<file path="config.mk">
export PLATFORM = sky130hd
export DESIGN_NAME = slt_ram
export DESIGN_NICKNAME = d
export VERILOG_FILES = /design/src/hw/rtl/assert_macros.svh /design/src/hw/rtl/slt_ram.sv
export SDC_FILE = /design/constraint.sdc
export NUM_CORES = 1
export LEC_CHECK = 0
export ABC_AREA = 1
export BUFFER_PORTS_ARGS = -buffer_cell sky130_fd_sc_hd__buf_2
export CAP_MARGIN = 20
export CELL_PAD_IN_SITES_DETAIL_PLACEMENT = 1
export CELL_PAD_IN_SITES_GLOBAL_PLACEMENT = 1
export CORE_AREA = 2 2 115 105
export DETAILED_ROUTE_END_ITERATION = 6
export DIE_AREA = 0 0 117 107
export PLACE_DENSITY_LB_ADDON = 0.08
export SLEW_MARGIN = 20
export SYNTH_ARGS = -nofsm -noshare
export SYNTH_HDL_FRONTEND = slang
export SYNTH_SLANG_ARGS = --single-unit
</file>
<file path="constraint.sdc">
create_clock -name clk -period 3.5 [get_ports clk]
set_input_delay 0.875 -clock clk [delete_from_list [all_inputs] [get_ports clk]]
set_output_delay 0.875 -clock clk [all_outputs]
set_load 0.01 [all_outputs]
</file>
<file path="src/hw/rtl/assert_macros.svh">
// Assertion macros used by the RTL of the sorted line table.
// No dependencies; files that check their logic include this header.
`ifndef ASSERT_MACROS_SVH
`define ASSERT_MACROS_SVH

// Clocked check, skipped while the asynchronous reset is asserted.
`define ASSERT_CLK_RST(name, clk, rst_n, prop, msg) \
	name: assert property (@(posedge clk) disable iff (!rst_n) (prop)) else $error(msg);

// Clocked check that also holds during reset.
`define ASSERT_CLK(name, clk, prop, msg) \
	name: assert property (@(posedge clk) (prop)) else $error(msg);

`endif

</file>
<file path="src/hw/rtl/slt_ram.sv">
// Generic single-port-write, single-port-read RAM with a registered read.
// No dependencies; instanced by sorted_line_table_top for the entry store.
`timescale 1ns / 1ps

module slt_ram #(
	parameter int WIDTH = 8,
	parameter int DEPTH = 16
) (
	input  logic                     clk,
	input  logic                     we,
	input  logic [$clog2(DEPTH)-1:0] waddr,
	input  logic [WIDTH-1:0]         wdata,
	input  logic [$clog2(DEPTH)-1:0] raddr,
	output logic [WIDTH-1:0]         rdata
);

	logic [WIDTH-1:0] mem [DEPTH];

	always_ff @(posedge clk) begin
		if (we) begin
			mem[waddr] <= wdata;
		end
		rdata <= mem[raddr];
	end

endmodule

</file>
==> metrics.txt <==
status finished, final reports clean; final-layout worst hold slack 693 ps; post-route fraction of the period consumed by the critical path 0.549; cell type with the largest total area after synthesis sky130_fd_sc_hd__edfxtp_1; Slew Limit Headroom 0.449; total routing usage reported by global routing 0.258; number of H-tree levels 4; most numerous cell in the Yosys netlist sky130_fd_sc_hd__nand2_1; launching point of the worst reg2reg path mem[9][5]; slew at the pin with the worst max-slew slack 824 ps; TritonCTS clock tree yes; fraction of power spent switching nets 0.225; Die ar. 12,500 sq um; initial antenna violation count 0; Post-synth ARST share 0; proportion of power drawn by combinational gates 0.064; number of standard-cell rows in the floorplan 37; DR pass1 iterations 5; detailed placement HPWL 8.85 mm; Finished Cell Area 6450 sq um; Synth cell types 12; dpl cell area 5970 sq um; count of nets left with antenna violations after detail routing 0; biggest fanout along the worst timing path 64; post-route clock skew 9.28 ps; leakage power of the design 2.78 nW; relative contribution of the clock network to total power 0.420; wire length per cell 19.5 um; Worst-path clk slew 60 ps; final total negative setup slack 0 ps; pin count of the biggest net entering global routing 65; Min-Delay Path Depth 6; number of synthesized register bits 136; Die H 107 um; share of layout cells above drive strength 1 0.0869; Layout area overhead 11.8%; DIE WIDTH 117 um; category of the most critical setup path input port to register; reported max-cap violation count 0; setup ws final 1580 ps; cell internal power dissipation 2.75 mW; buffers added on ports 25; Inst Count DP 713; net switching component of the power 801 uW; cell count after synthesis 551; R2R Setup Slk 2400 ps; worst reg2reg path depth 6; source-to-sink clock delay at the later pin of the worst-skew pair 430 ps; initial core utilization 0.508; CP Data Arrival Time 2290 ps; total inserted antenna cells 0; Power Total 3.56 mW; fmax 521 MHz; total overflow reported by the global router 0; cell types with the largest area share after synthesis sky130_fd_sc_hd__edfxtp_1 67%, sky130_fd_sc_hd__nand2_1 11%, sky130_fd_sc_hd__nand3_1 8.4%; Crit. End Element register; Power Dens Cells 551 nW/um^2; CTS max path bufs 2; final setup violation count 0; post-synthesis cell area 5770 sq um; leading post-synthesis cells by instance count 173 x sky130_fd_sc_hd__nand2_1, 128 x sky130_fd_sc_hd__edfxtp_1, 100 x sky130_fd_sc_hd__inv_1; startpoint of the worst hold path mem[7][7]; final design utilization 0.568; Sink Count 136; vias in the first global route 4,014; number of setup buffers added after CTS 0; sequential share of power 0.515; worst setup timing slack at the placement stage 1150 ps; # resized after CTS 0; wire length of the first global-routing pass 22.6 mm; hold buffer count at CTS 0; crit start category input port; number of remaining DRC errors 0; sequential area share after synthesis 0.694; Clock Root Buffer sky130_fd_sc_hd__clkbuf_16; hold-critical path endpoint rdata[7]; DRC violation total after the first TritonRoute iteration 331; worst min path class register to register; data required time at the worst endpoint 3870 ps; num ports 26; routed vias 3,896; average cell area after synthesis 10.5 sq um; number of enable flip-flop cells after synthesis 128; post-detailed-route via-to-cell ratio 5.24; setup repair after global routing missed its margin no; worst ir drop on vdd 0.411 mV; final cell count without fillers 743; most used flip-flop cell after synthesis sky130_fd_sc_hd__edfxtp_1; top cell type's share of synthesized area 0.667; core region area 11,300 sq um; net count of the finished layout 594; minimum clock period after layout 1920 ps; reg2reg end rdata[5]; final weighted congestion in routability-driven placement 0.818; number of CTS-inserted buffers 17; Routed WL 14.5 mm; warnings from Yosys 0; final number of hold-violating endpoints 0; number of nets in the synthesized netlist 569; pins over their slew limit 0
worst max-delay path, cell delays in order:
cell                      delay, ps
sky130_fd_sc_hd__buf_2          100
sky130_fd_sc_hd__buf_4          560
sky130_fd_sc_hd__nand2_1        140
sky130_fd_sc_hd__nand2_1        130
sky130_fd_sc_hd__nand2_1         60
sky130_fd_sc_hd__nand3_1        130
sky130_fd_sc_hd__nand3_1        140
sky130_fd_sc_hd__nand2_1        120
logic make-up after synthesis:
family / after synthesis / share of synthesized area
simple gates: 289 / 0.210
flops: 136 / 0.694
buf+inv: 126 / 0.0952
registers in the layout (all words and copies together), names as in the netlist:
signal	flops
mem	128
rdata	8
placed cells by master (no fill, tap or decap), drive strengths merged:
cell	instances
nor2	17
nand2	173
buf	30
inv	102
edfxtp	128
clkbuf	21
dfxtp	8
nand3	97
clkinv	9
nand3b	2
final cells by class:
class                      instances  area (sq um)
clock buffer                      21           440
clock inverter                     9          36.3
fill                            1262          4890
inverter                         102           383
multi-input combinational        289          1210
sequential                       136          4000
tap                              156           195
timing repair buffer              30           175
power by group through the flow:
stage	clock [mW]	sequential [mW]	combinational (mW)
finish	1.49	1.83	0.229
detailed placement	0	1.87	0.228
CTS	1.50	1.83	0.230
floorplan	0	1.87	0.128
global placement	0	1.86	0.217
global route	1.56	1.84	0.254
worst max path at each step:
stage            endpoint  slack [ps]     start  cells past startpoint
6_report         rdata[6]        1580  raddr[0]                      8
5_1_grt          rdata[6]        1470  raddr[0]                      8
4_1_cts          rdata[3]        1590  raddr[0]                      8
3_5_place_dp     rdata[3]        1150  raddr[0]                      8
3_3_place_gp     rdata[3]        1200  raddr[0]                      7
2_1_floorplan  mem[10][0]        1670  waddr[2]                      2
metal layers:
layer  share of wire  up-vias  GRT usage
li1                -     1827          -
met1            0.47     1945      0.368
met2            0.46      108      0.376
met3           0.052       16     0.0639
met4           0.018        0      0.112
met5               0        -          0
Power figures use the tool's default switching activity.
